<file path="config.mk">
export PLATFORM = sky130hd
export DESIGN_NAME = usb_control_endpoint_sequencer
export DESIGN_NICKNAME = d
export VERILOG_FILES = /design/src/rtl/core/usbctl_pkg.sv /design/src/rtl/core/usbctl_decode.sv /design/src/rtl/core/usbctl_emit.sv /design/src/rtl/core/usb_control_endpoint_sequencer.sv
export SDC_FILE = /design/constraint.sdc
export NUM_CORES = 1
export LEC_CHECK = 0
export ABC_AREA = 1
export BUFFER_PORTS_ARGS = -buffer_cell sky130_fd_sc_hd__buf_2
export CORE_MARGIN = 5
export CORE_UTILIZATION = 50
export CTS_BUF_LIST = sky130_fd_sc_hd__clkbuf_16
export CTS_CLUSTER_DIAMETER = 80
export CTS_CLUSTER_SIZE = 40
export DETAILED_ROUTE_END_ITERATION = 12
export GPL_TIMING_DRIVEN = 0
export PLACE_DENSITY = 0.77
export SETUP_SLACK_MARGIN = 0.05
export SLEW_MARGIN = 20
export SYNTH_ARGS = -nofsm -noshare
export SYNTH_HDL_FRONTEND = slang
export SYNTH_SLANG_ARGS = --single-unit
</file>
<file path="constraint.sdc">
create_clock -name clk -period 6.9 [get_ports clk]
set_input_delay 0.345 -clock clk [delete_from_list [all_inputs] [get_ports clk]]
set_output_delay 0.345 -clock clk [all_outputs]
set_load 0.1 [all_outputs]
</file>
<file path="src/rtl/core/usbctl_pkg.sv">
package usbctl_pkg;

	// Event codes carried in the cmd field
	typedef enum logic [1:0] {
		CMD_COMPLETE  = 2'd0,
		CMD_NOT_READY = 2'd1,
		CMD_REPLY     = 2'd2,
		CMD_START     = 2'd3
	} cmd_t;

	// Action codes carried in the action field
	typedef enum logic [2:0] {
		ACT_CONFIGURE   = 3'd0,
		ACT_START_XFER  = 3'd1,
		ACT_CLEAR_RING  = 3'd2,
		ACT_END_XFER    = 3'd3,
		ACT_STALL       = 3'd4,
		ACT_SET_ADDRESS = 3'd5,
		ACT_RESET_CONF  = 3'd6,
		ACT_FORWARD     = 3'd7
	} act_t;

	// Transfer kinds for start transfer
	typedef enum logic [1:0] {
		KIND_SETUP       = 2'd0,
		KIND_DATA        = 2'd1,
		KIND_STATUS_TWO  = 2'd2,
		KIND_STATUS_THREE = 2'd3
	} kind_t;

	// Control transfer phases
	typedef enum logic [2:0] {
		PH_SETUP    = 3'd0,
		PH_DATA_OUT = 3'd1,
		PH_DATA_IN  = 3'd2,
		PH_WAIT_OUT = 3'd3,
		PH_WAIT_IN  = 3'd4,
		PH_STATUS   = 3'd5
	} phase_t;

	// Not-ready stage codes
	localparam logic [1:0] STAGE_DATA   = 2'd1;
	localparam logic [1:0] STAGE_STATUS = 2'd2;

	// Endpoint codes
	localparam logic EP_OUT = 1'b0;
	localparam logic EP_IN  = 1'b1;

	// Standard requests handled locally
	localparam logic [7:0] REQ_TYPE_STD_OUT = 8'd0;
	localparam logic [7:0] REQ_SET_ADDRESS  = 8'd5;
	localparam logic [7:0] REQ_SET_CONFIG   = 8'd9;

	localparam logic [15:0] SETUP_BYTES     = 16'd8;
	localparam logic [15:0] BUF_SIZE_RESET  = 16'd4096;
	localparam logic [2:0]  MAX_ACTIONS     = 3'd4;

	// Configuration register indexes
	localparam logic CFG_BUFFER_SIZE = 1'b0;
	localparam logic CFG_UPPER_BOUND = 1'b1;

	typedef struct packed {
		logic [1:0]  cmd;
		logic        ep_num;
		logic [1:0]  stage;
		logic [7:0]  request_type;
		logic [7:0]  request_code;
		logic [15:0] request_value;
		logic [15:0] request_length;
		logic [15:0] bytes_remaining;
		logic        reply_ok;
		logic [15:0] reply_length;
	} evt_item_t;

	typedef struct packed {
		logic [2:0]  action;
		logic        endpoint;
		logic [1:0]  transfer_kind;
		logic [15:0] byte_count;
		logic [15:0] device_address;
		logic        forward_is_out;
		logic        out_stalled;
		logic        last;
	} act_item_t;

	typedef struct packed {
		logic [15:0] buffer_size;
		logic        upper_layer_bound;
	} cfg_t;

	typedef struct packed {
		phase_t      phase;
		logic [7:0]  req_type;
		logic [7:0]  req_code;
		logic [15:0] req_value;
		logic [15:0] req_length;
		logic        awaiting;
		logic [15:0] reply_limit;
		logic        stall;
	} ctx_t;

	typedef struct packed {
		act_item_t [3:0] item;
		logic [2:0]      cnt;
	} bundle_t;

	function automatic act_item_t mk_item(act_t a, logic ep, kind_t kind,
			logic [15:0] cnt, logic [15:0] addr, logic fwd, logic stall);
		act_item_t r;
		r.action         = a;
		r.endpoint       = ep;
		r.transfer_kind  = kind;
		r.byte_count     = cnt;
		r.device_address = addr;
		r.forward_is_out = fwd;
		r.out_stalled    = stall;
		r.last           = 1'b0;
		return r;
	endfunction

	// Append one action to a bundle; drop it if the bundle is full
	function automatic bundle_t push(bundle_t b, act_item_t r);
		bundle_t o;
		o = b;
		if (b.cnt < MAX_ACTIONS) begin
			o.item[b.cnt[1:0]] = r;
			o.cnt = b.cnt + 3'd1;
		end
		return o;
	endfunction

endpackage

</file>
<file path="src/rtl/core/usbctl_decode.sv">
module usbctl_decode import usbctl_pkg::*; (
	input  evt_item_t evt,
	input  ctx_t      ctx,
	input  cfg_t      cfg,
	output ctx_t      ctx_next,
	output bundle_t   bundle
);

	logic        do_req;
	logic [15:0] req_len;
	logic [15:0] fwd_len;
	logic        is_out;
	logic        three;
	logic        tail_clear;
	logic        tail_end;
	logic        tail_end_ep;
	logic        tail_stall;
	logic        tail_setup;
	kind_t       status_kind;
	ctx_t        n;
	bundle_t     b;

	always_comb begin
		n           = ctx;
		b           = '0;
		do_req      = 1'b0;
		req_len     = '0;
		fwd_len     = '0;
		is_out      = 1'b0;
		three       = 1'b0;
		tail_clear  = 1'b0;
		tail_end    = 1'b0;
		tail_end_ep = EP_OUT;
		tail_stall  = 1'b0;
		tail_setup  = 1'b0;
		status_kind = (ctx.req_length != 16'd0) ? KIND_STATUS_THREE : KIND_STATUS_TWO;

		// Event dispatch
		case (evt.cmd)
			CMD_COMPLETE: begin
				unique case (ctx.phase)
					PH_SETUP: begin
						n.stall      = 1'b0;
						n.req_type   = evt.request_type;
						n.req_code   = evt.request_code;
						n.req_value  = evt.request_value;
						n.req_length = evt.request_length;
						three  = evt.request_length != 16'd0;
						is_out = !evt.request_type[7];
						if (three && is_out) begin
							b = push(b, mk_item(ACT_START_XFER, EP_OUT, KIND_DATA,
								cfg.buffer_size, '0, 1'b0, n.stall));
							n.phase = PH_DATA_OUT;
						end else begin
							n.phase = three ? PH_DATA_IN : PH_WAIT_IN;
							do_req  = 1'b1;
							req_len = three ? cfg.buffer_size : 16'd0;
						end
					end
					PH_DATA_OUT: begin
						// Overrun of the buffer saturates the received length at zero
						n.phase = PH_WAIT_IN;
						do_req  = 1'b1;
						req_len = (evt.bytes_remaining > cfg.buffer_size) ? 16'd0
							: cfg.buffer_size - evt.bytes_remaining;
					end
					PH_DATA_IN: n.phase = PH_WAIT_OUT;
					PH_STATUS:  tail_setup = 1'b1;
					default: ;
				endcase
			end
			CMD_NOT_READY: begin
				unique case (ctx.phase)
					PH_SETUP: begin
						if (evt.stage == STAGE_DATA || evt.stage == STAGE_STATUS) begin
							tail_clear = 1'b1;
							tail_stall = 1'b1;
							tail_setup = 1'b1;
						end
					end
					PH_DATA_OUT: begin
						if (evt.ep_num == EP_IN && evt.stage == STAGE_DATA) begin
							tail_clear  = 1'b1;
							tail_end    = 1'b1;
							tail_end_ep = EP_OUT;
							tail_stall  = 1'b1;
							tail_setup  = 1'b1;
						end
					end
					PH_DATA_IN: begin
						if (evt.ep_num == EP_OUT && evt.stage == STAGE_DATA) begin
							tail_clear  = 1'b1;
							tail_end    = 1'b1;
							tail_end_ep = EP_IN;
							tail_stall  = 1'b1;
							tail_setup  = 1'b1;
						end
					end
					PH_WAIT_OUT: begin
						if (evt.ep_num == EP_OUT) begin
							b = push(b, mk_item(ACT_START_XFER, EP_OUT, status_kind,
								'0, '0, 1'b0, n.stall));
							n.phase = PH_STATUS;
						end
					end
					PH_WAIT_IN: begin
						if (evt.ep_num == EP_IN) begin
							b = push(b, mk_item(ACT_START_XFER, EP_IN, status_kind,
								'0, '0, 1'b0, n.stall));
							n.phase = PH_STATUS;
						end
					end
					default: ;
				endcase
			end
			CMD_REPLY: begin
				// Ignore a reply nobody waits for
				if (ctx.awaiting) begin
					n.awaiting = 1'b0;
					if (!evt.reply_ok) begin
						tail_clear = 1'b1;
						tail_stall = 1'b1;
						tail_setup = 1'b1;
					end else if (ctx.req_type[7]) begin
						if (evt.reply_length > ctx.reply_limit) begin
							tail_clear = 1'b1;
							tail_stall = 1'b1;
							tail_setup = 1'b1;
						end else begin
							b = push(b, mk_item(ACT_START_XFER, EP_IN, KIND_DATA,
								evt.reply_length, '0, 1'b0, n.stall));
						end
					end
				end
			end
			default: begin
				b = push(b, mk_item(ACT_CONFIGURE, EP_OUT, KIND_SETUP, '0, '0, 1'b0, n.stall));
				b = push(b, mk_item(ACT_CONFIGURE, EP_IN, KIND_SETUP, '0, '0, 1'b0, n.stall));
				tail_setup = 1'b1;
			end
		endcase

		// Handle the saved request: set address locally, otherwise forward it, or stall if no upper layer is bound
		if (do_req) begin
			fwd_len = req_len;
			if (n.req_type == REQ_TYPE_STD_OUT && n.req_code == REQ_SET_ADDRESS) begin
				b = push(b, mk_item(ACT_SET_ADDRESS, EP_OUT, KIND_SETUP, '0,
					n.req_value, 1'b0, n.stall));
			end else begin
				if (n.req_type == REQ_TYPE_STD_OUT && n.req_code == REQ_SET_CONFIG) begin
					b = push(b, mk_item(ACT_RESET_CONF, EP_OUT, KIND_SETUP, '0, '0,
						1'b0, n.stall));
					fwd_len = '0;
				end
				if (!cfg.upper_layer_bound) begin
					tail_clear = 1'b1;
					tail_stall = 1'b1;
					tail_setup = 1'b1;
				end else begin
					b = push(b, mk_item(ACT_FORWARD, EP_OUT, KIND_SETUP,
						n.req_type[7] ? 16'd0 : fwd_len, '0, !n.req_type[7], n.stall));
					n.awaiting    = 1'b1;
					n.reply_limit = fwd_len;
				end
			end
		end

		// Abort tail: clear ring, end transfer, stall, then queue a setup
		if (tail_clear)
			b = push(b, mk_item(ACT_CLEAR_RING, EP_OUT, KIND_SETUP, '0, '0, 1'b0, n.stall));
		if (tail_end)
			b = push(b, mk_item(ACT_END_XFER, tail_end_ep, KIND_SETUP, '0, '0, 1'b0, n.stall));
		if (tail_stall) begin
			n.stall = 1'b1;
			b = push(b, mk_item(ACT_STALL, EP_OUT, KIND_SETUP, '0, '0, 1'b0, n.stall));
		end
		if (tail_setup) begin
			b = push(b, mk_item(ACT_START_XFER, EP_OUT, KIND_SETUP, SETUP_BYTES, '0,
				1'b0, n.stall));
			n.phase    = PH_SETUP;
			n.awaiting = 1'b0;
		end

		// Mark the final action of the event
		if (b.cnt != 3'd0)
			b.item[2'(b.cnt - 3'd1)].last = 1'b1;

		ctx_next = n;
		bundle   = b;
	end

endmodule

</file>
<file path="src/rtl/core/usbctl_emit.sv">
module usbctl_emit import usbctl_pkg::*; (
	input  logic      clk,
	input  logic      arst_n,
	input  logic      load_valid,
	output logic      load_ready,
	input  bundle_t   load_bundle,
	output logic      act_valid,
	input  logic      act_ready,
	output act_item_t act
);

	act_item_t [3:0] item_q;
	logic [2:0]      rem_q;
	logic [1:0]      idx_q;

	assign act_valid  = rem_q != 3'd0;
	assign act        = item_q[idx_q];
	// Take a new bundle once the last pending action leaves
	assign load_ready = (rem_q == 3'd0) || (rem_q == 3'd1 && act_ready);

	// Hold the bundle and step through its actions
	always_ff @(posedge clk or negedge arst_n) begin
		if (!arst_n) begin
			rem_q <= '0;
			idx_q <= '0;
		end else if (load_valid && load_ready) begin
			rem_q <= load_bundle.cnt;
			idx_q <= '0;
		end else if (act_valid && act_ready) begin
			rem_q <= rem_q - 3'd1;
			idx_q <= idx_q + 2'd1;
		end
	end

	always_ff @(posedge clk) begin
		if (load_valid && load_ready)
			item_q <= load_bundle.item;
	end

endmodule

</file>
<file path="src/rtl/core/usb_control_endpoint_sequencer.sv">
// Endpoint-0 control transfer sequencer.
// Event channel (evt_valid/evt_ready/evt): one transaction per endpoint event
// (transfer complete, transfer not ready, upper-layer reply, start).
// Action channel (act_valid/act_ready/act): zero to four actions per event,
// one transaction each, in order; the final action of an event has last set.
// Configuration channel (cfg_valid/cfg_ready/cfg_index/cfg_data) is always
// ready; index 0 is the buffer size, index 1 the upper-layer-bound flag.
// Write it only while no event is in flight.
// An accepted event waits in the input register and is decoded combinationally;
// when the action register takes its bundle the context advances and the first
// action becomes valid. Events that produce no action only update the context.
// Throughput: the action register emits one action per cycle while act_ready
// is high; the input register holds one further event while earlier actions
// drain.
// Reset clears the phase to setup, the saved request, the pending-reply flag
// and the stall mark; buffer size returns to 4096 and the upper layer is
// taken as bound. A stalled receiver holds the current action; the event
// input backs up after one buffered event.
module usb_control_endpoint_sequencer import usbctl_pkg::*; (
	input  logic        clk,
	input  logic        arst_n,
	input  logic        evt_valid,
	output logic        evt_ready,
	input  evt_item_t   evt,
	output logic        act_valid,
	input  logic        act_ready,
	output act_item_t   act,
	input  logic        cfg_valid,
	output logic        cfg_ready,
	input  logic        cfg_index,
	input  logic [15:0] cfg_data
);

	evt_item_t evt_s1;
	logic      valid_s1;
	ctx_t      ctx_q;
	ctx_t      ctx_next;
	cfg_t      cfg_q;
	bundle_t   bundle;
	logic      load_ready;
	logic      advance;

	assign cfg_ready = 1'b1;
	assign advance   = valid_s1 && load_ready;
	assign evt_ready = !valid_s1 || load_ready;

	// Write configuration registers
	always_ff @(posedge clk or negedge arst_n) begin
		if (!arst_n) begin
			cfg_q.buffer_size       <= BUF_SIZE_RESET;
			cfg_q.upper_layer_bound <= 1'b1;
		end else if (cfg_valid && cfg_ready) begin
			unique case (cfg_index)
				CFG_BUFFER_SIZE: cfg_q.buffer_size       <= cfg_data;
				CFG_UPPER_BOUND: cfg_q.upper_layer_bound <= cfg_data[0];
				default: ;
			endcase
		end
	end

	// Input register
	always_ff @(posedge clk or negedge arst_n) begin
		if (!arst_n)
			valid_s1 <= 1'b0;
		else if (evt_valid && evt_ready)
			valid_s1 <= 1'b1;
		else if (advance)
			valid_s1 <= 1'b0;
	end

	always_ff @(posedge clk) begin
		if (evt_valid && evt_ready)
			evt_s1 <= evt;
	end

	// Advance the transfer context as each event is decoded
	always_ff @(posedge clk or negedge arst_n) begin
		if (!arst_n) begin
			ctx_q.phase       <= PH_SETUP;
			ctx_q.req_type    <= '0;
			ctx_q.req_code    <= '0;
			ctx_q.req_value   <= '0;
			ctx_q.req_length  <= '0;
			ctx_q.awaiting    <= 1'b0;
			ctx_q.reply_limit <= '0;
			ctx_q.stall       <= 1'b0;
		end else if (advance) begin
			ctx_q <= ctx_next;
		end
	end

	usbctl_decode u_decode (
		.evt      (evt_s1),
		.ctx      (ctx_q),
		.cfg      (cfg_q),
		.ctx_next (ctx_next),
		.bundle   (bundle)
	);

	usbctl_emit u_emit (
		.clk         (clk),
		.arst_n      (arst_n),
		.load_valid  (valid_s1),
		.load_ready  (load_ready),
		.load_bundle (bundle),
		.act_valid   (act_valid),
		.act_ready   (act_ready),
		.act         (act)
	);

endmodule

</file>
==> results.sh, run 1 <==
export IMPL_synth_async_reset_ratio=0.274
export IMPL_root_buffer="sky130_fd_sc_hd__clkbuf_16"
export IMPL_drt_pass1_iter_count=7
export IMPL_synth_yosys_seq_area_share=0.565
export IMPL_layout_cell_area_non_filler_um2=20200
export IMPL_drtIter0Drc=1390
export IMPL_die_x_um=195
export IMPL_rr_endpoint="u_emit.item_q[35]"
export IMPL_final_clock_period_utilization_by_the_worst_path=0.902
export IMPL_clock_sinks=336
export IMPL_regArea_um2=9630
export IMPL_yosys_cell_types_count=58
export IMPL_yosysTopAreaCell="sky130_fd_sc_hd__edfxtp_1"
export IMPL_io_pin_count=152
export IMPL_hold_critical_path_depth=3
export IMPL_cp_common_cell="sky130_fd_sc_hd__nand2_1"
export IMPL_most_common_layout_cells="sky130_fd_sc_hd__nand2_1, sky130_fd_sc_hd__nor2_1, sky130_fd_sc_hd__edfxtp_1"
export IMPL_synth_top_area_share=0.430
export IMPL_postSynthAreaPerCell_um2=9.50
export IMPL_muxShareOfSynthArea=0.0139
export IMPL_synth_area_um2=17100
export IMPL_post_cts_buffers=0
export IMPL_status="finished clean"
export IMPL_synth_compound_area_frac=0.123
export IMPL_instances_no_fill=2547
export IMPL_maximum_number_of_pins_on_one_net_before_global_route_repair=92
export IMPL_worstPathMaxFanout=10
export IMPL_total_leakage_power_nw=8.39
export IMPL_number_of_hold_violations_in_the_final_report=0
export IMPL_ff2ff_setup_slack_ns=0.67
export IMPL_clock_insertion_delay_worst_skew_ns=0.55
export IMPL_tritoncts_num_buffers=16
export IMPL_worstPathArrival_ns=6.60
export IMPL_layout_filler_cells=2808
export IMPL_areaGrowthSynthToFinish_pct=18.4
export IMPL_max_cap_violations=0
export IMPL_relSlewSlack=0.503
export IMPL_placement_rows=67
export IMPL_tritoncts="done"
export IMPL_nNetsFinal=2256
export IMPL_report_final_slew_viol_count=0
export IMPL_startpoint_type="flip-flop"
export IMPL_yosys_area_share_xor_xnor=0.00668
export IMPL_critPathMaxStageDelay_ns=0.46
export IMPL_worst_setup_path_end_kind="flip-flop"
export IMPL_drc=0
export IMPL_synth_edff_count=244
export IMPL_dpl_cell_count=2430
export IMPL_irDropWorstVdd_mv=0.444
export IMPL_synth_area_leaders="sky130_fd_sc_hd__edfxtp_1, sky130_fd_sc_hd__dfrtp_1, sky130_fd_sc_hd__nand2_1"
export IMPL_r2r_worst_path_cells=36
export IMPL_whs_endpoint="cfg_q[13]"
export IMPL_grt_util_all_layers=0.236
export IMPL_ys_dominant_reg_cell="sky130_fd_sc_hd__edfxtp_1"
export IMPL_place_area_um2=18700
export IMPL_grt_antenna_before_repair=0
export IMPL_dieArea_um2=37900
export IMPL_worst_pin_slew_ns=0.741
export IMPL_finalSetupViolations=0
export IMPL_fmaxAchievable_ghz=0.161
export IMPL_wire_per_inst_um=18.0
export IMPL_worstHoldPathType="primary input to flip-flop"
export IMPL_die_h_um=195
export IMPL_synth_top_family_by_area="simple AND/OR/NAND/NOR gates"
export IMPL_critPathRequiredTime_ns=7.27
export IMPL_power_total_mw=9.54
export IMPL_final_antenna_net_count=0
export IMPL_totalWireLength_um=45800
export IMPL_initial_core_util=0.507
export IMPL_clk_pin_slew_ns=0.13
export IMPL_synthesized_area_fraction_occupied_by_and_or_nand_nor_cells=0.188
export IMPL_postSynthRegisterBits=336
export IMPL_place_congestion=0.929
export IMPL_timing_setup_critical_path_class="flip-flop to flip-flop"
export IMPL_antennaDiodeCount=0
export IMPL_critical_path_slowest_cell="sky130_fd_sc_hd__edfxtp_1"
export IMPL_finalClockSkew_ns=0.0350
export IMPL_multi_input_comb_area_um2=6530
export IMPL_layout_commonest_cell="sky130_fd_sc_hd__nand2_1"
export IMPL_via_count_of_the_routed_design=13900
export IMPL_final_hold_worst_slack_ns=0.0358
export IMPL_grt_pass1_wl_um=72800
export IMPL_number_of_global_route_vias_before_repair=13700
export IMPL_cts_path_max_buffers=3
export IMPL_count_of_input_and_output_buffers=150
export IMPL_clock_tree_htree_level_count=1
export IMPL_grt_overflow=0
export IMPL_vias_per_cell=5.45
export IMPL_dpl_hpwl_um=33800
export IMPL_p_per_area_nw_per_um2=472
export IMPL_post_synth_fa_ha_maj_area_fraction=0.0437
export IMPL_worst_min_delay_path_startpoint="cfg_data[12]"
export IMPL_period_minus_ws_final_ns=6.23
export IMPL_cts_resized=0
export IMPL_ys_warnings_count=0
export IMPL_rsz0062_at_grt="no"
export IMPL_final_util=0.601
export IMPL_floorplan_core_area_um2=33600
export IMPL_synthCells=1796
export IMPL_critical_path_reg2reg_startpoint="evt_s1[11]"
export IMPL_final_layout_size_suffix_gt1_frac=0.145
[worst max-delay path, delay by kind of cell, from the launching register on]
kind,cells,cell delay [ns]
buffers and inverters,7,0.67
AOI/OAI and AO/OA,2,0.56
DFF,1,0.46
adders and majority gates,6,1.71
and+or+nand+nor,21,2.65
[cells by family (layout without fill, tap and decap cells)]
group | count (synthesis) | count (layout)
AO/OA/AOI/OAI | 370 | 370
XOR/XNOR | 13 | 13
adder cells (fa/ha/maj) | 59 | 59
buffers and inverters | 252 | 525
flip-flops | 336 | 336
multiplexers | 21 | 21
other | 2 | 32
AND/OR/NAND/NOR | 743 | 743
[per-stage QoR]
step                      setup TNS, ns  setup WS, ns
final                                 0         0.674
after global routing                  0         0.258
after CTS                             0         0.726
after detailed placement              0         0.770
after global placement           -25.49        -0.313
after floorplan                       0         0.662
[sequential cells by signal, indices dropped and copies added, names as in the netlist]
register / count
cfg_q: 17
ctx_q: 69
evt_s1: 86
u_emit.idx_q: 2
u_emit.item_q: 158
u_emit.rem_q: 3
valid_s1: 1
[worst max path at each step]
stage                         start           endpoint  slack (ns)  cells past startpoint
floorplan           u_emit.rem_q[0]          evt_s1[0]        0.66                      5
global placement    u_emit.rem_q[0]         evt_s1[15]       -0.31                      5
detailed placement       evt_s1[11]  u_emit.item_q[35]        0.77                     36
CTS                      evt_s1[11]  u_emit.item_q[35]        0.73                     36
global route             evt_s1[11]  u_emit.item_q[35]        0.26                     36
finish                   evt_s1[11]  u_emit.item_q[35]        0.67                     36
[layout make-up]
type | instances | share of cell area
Buffer | 72 | 0.0172
Clock buffer | 17 | 0.0211
Clock inverter | 11 | 0.0105
Inverter | 180 | 0.0336
Multi-Input combinational cell | 1238 | 0.324
Sequential cell | 336 | 0.477
Tap cell | 448 | 0.0278
Timing Repair Buffer | 245 | 0.0892
[power breakdown]
group / switching (mW) / total, mW / leakage (nW) / internal (mW)
registers: 0.272 / 3.36 / 3.47 / 3.09
logic: 3.80 / 4.90 / 4.62 / 1.10
clock network: 0.754 / 1.27 / 0.303 / 0.519
[cell usage after synthesis (9+ instances only)]
cell type / count
sky130_fd_sc_hd__nor2_2: 29
sky130_fd_sc_hd__a21oi_1: 67
sky130_fd_sc_hd__mux2_2: 21
sky130_fd_sc_hd__nand2_1: 348
sky130_fd_sc_hd__o221ai_1: 9
sky130_fd_sc_hd__ha_1: 58
sky130_fd_sc_hd__nand3_1: 56
sky130_fd_sc_hd__inv_2: 16
sky130_fd_sc_hd__nor2_1: 250
sky130_fd_sc_hd__o22ai_1: 59
sky130_fd_sc_hd__inv_1: 160
sky130_fd_sc_hd__nand2_2: 11
sky130_fd_sc_hd__dfrtp_1: 90
sky130_fd_sc_hd__edfxtp_1: 244
sky130_fd_sc_hd__nand4_1: 12
sky130_fd_sc_hd__nand3_2: 9
sky130_fd_sc_hd__o21ai_0: 185
sky130_fd_sc_hd__clkbuf_1: 58
sky130_fd_sc_hd__a211oi_1: 17
[repair_timing]
item,CTS,global route
setup endpoints to repair,0,0
hold buffers,89,0
endpoints found under the hold margin,124,0
[metal layers]
layer	global-route usage	part of all wire	up-vias
met2	0.398	0.48	551
met1	0.334	0.43	6606
li1	-	-	6660
met5	0	0	-
met3	0.0239	0.068	56
met4	0.0563	0.018	0
No activity file was read; power rests on OpenSTA's default activity.
==> run 2: changes to the inputs <==
--- a/config.mk
+++ b/config.mk
@@ -7,14 +7,16 @@
 export LEC_CHECK = 0
 export ABC_AREA = 1
 export BUFFER_PORTS_ARGS = -buffer_cell sky130_fd_sc_hd__buf_2
+export CELL_PAD_IN_SITES_DETAIL_PLACEMENT = 1
+export CELL_PAD_IN_SITES_GLOBAL_PLACEMENT = 1
 export CORE_MARGIN = 5
-export CORE_UTILIZATION = 50
+export CORE_UTILIZATION = 47
 export CTS_BUF_LIST = sky130_fd_sc_hd__clkbuf_16
 export CTS_CLUSTER_DIAMETER = 80
 export CTS_CLUSTER_SIZE = 40
 export DETAILED_ROUTE_END_ITERATION = 12
 export GPL_TIMING_DRIVEN = 0
-export PLACE_DENSITY = 0.77
+export PLACE_DENSITY = 0.89
 export SETUP_SLACK_MARGIN = 0.05
 export SLEW_MARGIN = 20
 export SYNTH_ARGS = -nofsm -noshare
==> run 2 against run 1 <==
Sequential power increased by 1%. Non-clock buffer count unchanged. Register-to-register slack got worse by 0.09 ns. Highest routed layer unchanged. Sequential share of layout area decreased by 0.14 points. Total power increased by 3.3%. Largest cell class unchanged.
==> results.sh, run 2 (same netlist as run 1, synthesis figures left out) <==
export IMPL_critPathMaxStageDelay_ns=0.45
export IMPL_initial_core_util=0.478
export IMPL_count_of_input_and_output_buffers=150
export IMPL_grt_overflow=0
export IMPL_floorplan_core_area_um2=35700
export IMPL_rsz0062_at_grt="no"
export IMPL_worst_pin_slew_ns=0.890
export IMPL_die_x_um=200
export IMPL_critical_path_slowest_cell="sky130_fd_sc_hd__edfxtp_1"
export IMPL_layout_filler_cells=4099
export IMPL_io_pin_count=152
export IMPL_cts_path_max_buffers=3
export IMPL_dpl_hpwl_um=40300
export IMPL_routing_layer_with_the_top_usage_in_global_route="met2"
export IMPL_root_buffer="sky130_fd_sc_hd__clkbuf_16"
export IMPL_share_of_total_power_in_sequential_cells=0.346
export IMPL_instances_no_fill=2566
export IMPL_total_leakage_power_nw=8.41
export IMPL_final_layout_size_suffix_gt1_frac=0.146
export IMPL_nNetsFinal=2258
export IMPL_global_route_usage_met1=0.352
export IMPL_global_route_usage_met2=0.478
export IMPL_report_final_slew_viol_count=0
export IMPL_post_cts_buffers=0
export IMPL_global_route_usage_met3=0.0302
export IMPL_p_per_area_nw_per_um2=487
export IMPL_grt_pass1_wl_um=87700
export IMPL_number_of_global_route_vias_before_repair=15600
export IMPL_critPathRequiredTime_ns=7.26
export IMPL_totalWireLength_um=56300
export IMPL_final_antenna_net_count=0
export IMPL_clk_pin_slew_ns=0.12
export IMPL_areaGrowthSynthToFinish_pct=18.7
export IMPL_critical_path_reg2reg_startpoint="evt_s1[11]"
export IMPL_number_of_hold_violations_in_the_final_report=0
export IMPL_wire_per_inst_um=22.0
export IMPL_cp_common_cell="sky130_fd_sc_hd__nand2_1"
export IMPL_fmaxAchievable_ghz=0.158
export IMPL_worstHoldPathType="primary input to flip-flop"
export IMPL_timing_setup_critical_path_class="flip-flop to flip-flop"
export IMPL_maximum_number_of_pins_on_one_net_before_global_route_repair=87
export IMPL_clock_power_share=0.136
export IMPL_period_minus_ws_final_ns=6.31
export IMPL_p_comb_frac=0.518
export IMPL_finalSetupViolations=0
export IMPL_dpl_cell_count=2443
export IMPL_ff2ff_setup_slack_ns=0.59
export IMPL_via_count_of_the_routed_design=14500
export IMPL_tritoncts="done"
export IMPL_startpoint_type="flip-flop"
export IMPL_drc=0
export IMPL_worstPathMaxFanout=10
export IMPL_rr_endpoint="u_emit.item_q[35]"
export IMPL_worst_min_delay_path_startpoint="cfg_data[7]"
export IMPL_clock_insertion_delay_worst_skew_ns=0.57
export IMPL_drtIter0Drc=1127
export IMPL_cell_internal_pwr_mw=4.77
export IMPL_dieArea_um2=40200
export IMPL_grt_util_all_layers=0.271
export IMPL_power_switching_mw=5.08
export IMPL_r2r_worst_path_cells=36
export IMPL_whs_endpoint="cfg_q[8]"
export IMPL_swShare=0.516
export IMPL_place_congestion=0.935
export IMPL_worst_setup_path_end_kind="flip-flop"
export IMPL_most_common_layout_cells="sky130_fd_sc_hd__nand2_1, sky130_fd_sc_hd__nor2_1, sky130_fd_sc_hd__edfxtp_1"
export IMPL_reg_largest_list="u_emit.item_q x158, evt_s1 x86, ctx_q x69"
export IMPL_status="finished clean"
export IMPL_relSlewSlack=0.403
export IMPL_hold_critical_path_depth=3
export IMPL_tritoncts_num_buffers=18
export IMPL_die_h_um=200
export IMPL_clock_sinks=336
export IMPL_vias_per_cell=5.65
export IMPL_layout_commonest_cell="sky130_fd_sc_hd__nand2_1"
export IMPL_finalClockSkew_ns=0.0573
export IMPL_place_ws_ns=0.552
export IMPL_grt_antenna_before_repair=2
export IMPL_placement_rows=69
export IMPL_worstPathArrival_ns=6.67
export IMPL_worst_slack_ns=0.586
export IMPL_max_cap_violations=0
export IMPL_clock_tree_htree_level_count=1
export IMPL_drt_pass1_iter_count=5
export IMPL_largest_register_ff_count=158
export IMPL_final_clock_period_utilization_by_the_worst_path=0.915
export IMPL_registers_top_by_ff_count="u_emit.item_q"
export IMPL_irDropWorstVdd_mv=0.288
## run 2: cell type report
type,count,area [um^2],share of cell area
Antenna cell,2,5.00,0.000247
Buffer,72,347,0.0171
Clock buffer,19,475,0.0235
Clock inverter,13,195,0.00964
Inverter,180,678,0.0335
Multi-Input combinational cell,1238,6540,0.323
Sequential cell,336,9630,0.476
Tap cell,461,577,0.0285
Timing Repair Buffer,245,1800,0.0889
## run 2: metrics by stage
stage               power, mW  setup TNS (ns)  hold slack, ns   util  cell area [um^2]
finish                   9.85               0          0.0512  0.568             20200
CTS                      9.81               0          0.0380  0.568             20200
floorplan                7.10               0          0.0494      -             17200
global route             10.3               0          0.0570  0.568             20200
detailed placement       8.42               0           0.305  0.524             18700
global placement         8.17          -20.94           0.466  0.519             18500
## run 2: worst max-delay path, delay by kind of cell, from the launching register on
family / cells / cell delay, ns
simple gates: 20 / 2.63
fa+ha+maj: 6 / 1.75
buf+inv: 7 / 0.71
compound gates: 3 / 0.60
flops: 1 / 0.45
## run 2: timing repair
item / in CTS / in global routing
gates resized for setup: 0 / 2
hold endpoints to repair: 130 / 0
hold buffers: 89 / 0
endpoints found under the setup margin: 0 / 69
## run 2: per-layer routing
| metal | share of wire | vias up | wire length [um] |
|---|---|---|---|
| met3 | 0.054 | 117 | 3020 |
| met2 | 0.50 | 501 | 28100 |
| met1 | 0.42 | 7220 | 23400 |
| li1 | - | 6652 | - |
| met5 | 0 | - | 0 |
| met4 | 0.032 | 0 | 1810 |
## run 2: worst max-delay path by stage
stage	slack, ns	cells past startpoint	to	startpoint
2_1_floorplan	0.66	5	evt_s1[0]	u_emit.rem_q[0]
3_3_place_gp	-0.26	5	evt_s1[15]	u_emit.rem_q[0]
3_5_place_dp	0.55	36	u_emit.item_q[35]	evt_s1[11]
4_1_cts	0.48	36	u_emit.item_q[15]	evt_s1[11]
5_1_grt	0.14	36	u_emit.item_q[35]	evt_s1[11]
6_report	0.59	36	u_emit.item_q[35]	evt_s1[11]
## run 2: power groups by stage
stage | registers, mW | clock network [mW] | logic (mW)
after CTS | 3.40 | 1.35 | 5.06
after detailed placement | 3.44 | 0 | 4.99
final | 3.41 | 1.34 | 5.11
after global placement | 3.49 | 0 | 4.68
after floorplan | 3.38 | 0 | 3.71
after global routing | 3.47 | 1.43 | 5.44
==> run 3: changes to the inputs <==
--- a/config.mk
+++ b/config.mk
@@ -5,18 +5,17 @@
 export SDC_FILE = /design/constraint.sdc
 export NUM_CORES = 1
 export LEC_CHECK = 0
-export ABC_AREA = 1
 export BUFFER_PORTS_ARGS = -buffer_cell sky130_fd_sc_hd__buf_2
 export CELL_PAD_IN_SITES_DETAIL_PLACEMENT = 1
 export CELL_PAD_IN_SITES_GLOBAL_PLACEMENT = 1
 export CORE_MARGIN = 5
-export CORE_UTILIZATION = 47
+export CORE_UTILIZATION = 49
 export CTS_BUF_LIST = sky130_fd_sc_hd__clkbuf_16
 export CTS_CLUSTER_DIAMETER = 80
 export CTS_CLUSTER_SIZE = 40
 export DETAILED_ROUTE_END_ITERATION = 12
 export GPL_TIMING_DRIVEN = 0
-export PLACE_DENSITY = 0.89
+export PLACE_DENSITY = 0.88
 export SETUP_SLACK_MARGIN = 0.05
 export SLEW_MARGIN = 20
 export SYNTH_ARGS = -nofsm -noshare
==> run 3 against run 2 <==
Critical path depth down 11. Clock power down 4%. Routed wire length down 14%. Hold slack worse by 0.031 ns. Synthesized cell count down 28%. Sequential power about the same. Global-route usage down 1.5 points. Core utilization up 3.0 points. Critical path type unchanged. Largest cell class unchanged.
==> results.sh, run 3 <==
export IMPL_synth_area_um2=16300
export IMPL_r2r_worst_path_cells=25
export IMPL_dieArea_um2=37100
export IMPL_grt_antenna_before_repair=0
export IMPL_fmaxAchievable_ghz=0.151
export IMPL_placement_rows=66
export IMPL_layout_commonest_cell="sky130_fd_sc_hd__edfxtp_1"
export IMPL_root_buffer="sky130_fd_sc_hd__clkbuf_16"
export IMPL_total_leakage_power_nw=7.41
export IMPL_ff2ff_setup_slack_ns=0.26
export IMPL_critical_path_reg2reg_startpoint="evt_s1[13]"
export IMPL_dpl_cell_count=1921
export IMPL_grt_overflow=0
export IMPL_ys_dominant_reg_cell="sky130_fd_sc_hd__edfxtp_1"
export IMPL_critical_path_n_buffers_inverters=3
export IMPL_critPathRequiredTime_ns=7.30
export IMPL_tritoncts_num_buffers=16
export IMPL_synth_top_area_share=0.449
export IMPL_report_final_slew_viol_count=0
export IMPL_worstHoldPathType="primary input to flip-flop"
export IMPL_clock_tree_htree_level_count=1
export IMPL_place_ws_ns=-0.565
export IMPL_die_x_um=193
export IMPL_relSlewSlack=0.349
export IMPL_rsz0062_at_grt="yes"
export IMPL_synth_async_reset_ratio=0.274
export IMPL_period_minus_ws_final_ns=6.64
export IMPL_layout_cell_area_non_filler_um2=19500
export IMPL_worstSetupPathDepth=25
export IMPL_initial_core_util=0.499
export IMPL_worst_slack_ns=0.257
export IMPL_via_count_of_the_routed_design=11900
export IMPL_synth_most_common_cell="sky130_fd_sc_hd__edfxtp_1"
export IMPL_irDropWorstVdd_mv=0.340
export IMPL_antennaDiodeCount=0
export IMPL_hold_critical_path_depth=1
export IMPL_clock_sinks=336
export IMPL_final_antenna_net_count=0
export IMPL_wire_per_inst_um=23.6
export IMPL_die_h_um=193
export IMPL_io_pin_count=152
export IMPL_rr_endpoint="u_emit.item_q[26]"
export IMPL_cp_common_cell="sky130_fd_sc_hd__ha_1"
export IMPL_whs_endpoint="evt_s1[17]"
export IMPL_tritoncts="done"
export IMPL_critPathMaxStageDelay_ns=0.60
export IMPL_finalClockSkew_ns=0.0495
export IMPL_number_of_global_route_vias_before_repair=12500
export IMPL_synthCells=1296
export IMPL_instances_no_fill=2046
export IMPL_dpl_hpwl_um=33200
export IMPL_count_of_input_and_output_buffers=150
export IMPL_registers_top_by_ff_count="u_emit.item_q"
export IMPL_drc=0
export IMPL_cts_path_max_buffers=3
export IMPL_ys_warnings_count=0
export IMPL_number_of_hold_violations_in_the_final_report=0
export IMPL_drt_pass1_iter_count=5
export IMPL_postSynthAreaPerCell_um2=12.6
export IMPL_worst_setup_path_end_kind="flip-flop"
export IMPL_vias_per_cell=5.81
export IMPL_finalSetupViolations=0
export IMPL_totalWireLength_um=48200
export IMPL_place_area_um2=17900
export IMPL_timing_setup_critical_path_class="flip-flop to flip-flop"
export IMPL_synth_area_leaders="sky130_fd_sc_hd__edfxtp_1, sky130_fd_sc_hd__dfrtp_1, sky130_fd_sc_hd__mux4_2"
export IMPL_yosysTopAreaCell="sky130_fd_sc_hd__edfxtp_1"
export IMPL_critical_path_slowest_cell="sky130_fd_sc_hd__or4_4"
export IMPL_drtIter0Drc=985
export IMPL_grt_pass1_wl_um=73400
export IMPL_clock_insertion_delay_worst_skew_ns=0.55
export IMPL_reg_largest_list="u_emit.item_q x158, evt_s1 x86, ctx_q x69"
export IMPL_areaGrowthSynthToFinish_pct=19.6
export IMPL_worst_min_delay_path_startpoint="evt[17]"
export IMPL_worstPathMaxFanout=10
export IMPL_maximum_number_of_pins_on_one_net_before_global_route_repair=120
export IMPL_p_per_area_nw_per_um2=477
export IMPL_largest_register_ff_count=158
export IMPL_worstPathArrival_ns=7.04
export IMPL_synth_yosys_seq_area_share=0.590
export IMPL_final_util=0.598
export IMPL_final_clock_period_utilization_by_the_worst_path=0.963
export IMPL_status="finished clean"
export IMPL_path_delay_family="simple AND/OR/NAND/NOR gates"
export IMPL_floorplan_core_area_um2=32700
export IMPL_nNetsFinal=1761
export IMPL_max_cap_violations=0
export IMPL_synth_edff_count=244
export IMPL_grt_util_all_layers=0.256
export IMPL_clk_pin_slew_ns=0.13
export IMPL_yosys_cell_types_count=85
export IMPL_worst_pin_slew_ns=0.977
export IMPL_synthTopCellsByCount="sky130_fd_sc_hd__edfxtp_1, sky130_fd_sc_hd__nand2_1, sky130_fd_sc_hd__nor2_1"
export IMPL_startpoint_type="flip-flop"
export IMPL_most_common_layout_cells="sky130_fd_sc_hd__edfxtp_1, sky130_fd_sc_hd__nand2_1, sky130_fd_sc_hd__buf_2"
export IMPL_place_congestion=0.910
export IMPL_final_layout_size_suffix_gt1_frac=0.223
export IMPL_postSynthRegisterBits=336
export IMPL_tns_ns=0
-- run 3: cell types whose count changed after synthesis, moves of 17 or more --
| cell | change |
|---|---|
| sky130_fd_sc_hd__mux2_2 | +44 |
| sky130_fd_sc_hd__nand2b_1 | +19 |
| sky130_fd_sc_hd__nor2_2 | -28 |
| sky130_fd_sc_hd__inv_1 | -100 |
| sky130_fd_sc_hd__a21oi_1 | -20 |
| sky130_fd_sc_hd__a22oi_1 | +25 |
| sky130_fd_sc_hd__nor3_1 | +17 |
| sky130_fd_sc_hd__mux4_2 | +39 |
| sky130_fd_sc_hd__nor2_1 | -128 |
| sky130_fd_sc_hd__o21ai_0 | -131 |
| sky130_fd_sc_hd__clkbuf_1 | -19 |
| sky130_fd_sc_hd__nand3_1 | -39 |
| sky130_fd_sc_hd__nand2_1 | -192 |
| sky130_fd_sc_hd__o22ai_1 | -57 |
-- run 3: cell families after synthesis --
logic type / Yosys count / synth area share
AND/OR/NAND/NOR: 443 / 0.134
flip-flops: 336 / 0.590
AO/OA/AOI/OAI: 209 / 0.0856
buffers and inverters: 118 / 0.0304
multiplexers: 111 / 0.104
adder cells (fa/ha/maj): 59 / 0.0457
XOR/XNOR: 18 / 0.0110
other: 2 / 0.000460
-- run 3: how the worst max path moves through the flow --
stage / start / endpoint / slack (ns)
6_report: evt_s1[13] / u_emit.item_q[26] / 0.26
5_1_grt: evt_s1[5] / u_emit.item_q[65] / -0.08
4_1_cts: evt_s1[84] / u_emit.item_q[28] / 0.06
3_5_place_dp: evt_s1[84] / u_emit.item_q[51] / -0.57
3_3_place_gp: evt_s1[15] / u_emit.item_q[52] / -0.31
2_1_floorplan: evt_s1[13] / u_emit.item_q[1] / 0.74
-- run 3: per-stage QoR --
step | power, mW | hold slack, ns
2_1_floorplan | 6.82 | 0.0494
3_3_place_gp | 7.68 | 0.461
3_5_place_dp | 7.89 | 0.221
4_1_cts | 9.25 | 0.00219
5_1_grt | 9.72 | 0.000806
6_report | 9.32 | 0.0201
-- run 3: cell type report --
type	count	area (um^2)
tap	442	553
multi-input combinational	872	6430
sequential	336	9630
inverter	61	236
fill	3366	13200
buffer	54	259
timing repair buffer	253	1810
clock inverter	10	176
clock buffer	18	450
-- run 3: per-layer routing --
layer  global-route usage  wire length (um)
met4               0.0527               890
met5                    0                 0
met1                0.350             20200
met3               0.0308              2690
met2                0.445             24400
-- run 3: repair_timing --
action,CTS,global route
endpoints found under the hold margin,120,3
resized for setup,9,11
setup endpoints to repair,105,107
pin swaps,3,3
hold buffers,84,3
buffers inserted,4,9
-- run 3: power breakdown --
group	leakage [nW]	total, mW	switching (mW)	internal, mW
clock	0.300	1.29	0.730	0.557
sequential	3.46	3.39	0.339	3.05
combinational	3.65	4.65	3.35	1.29
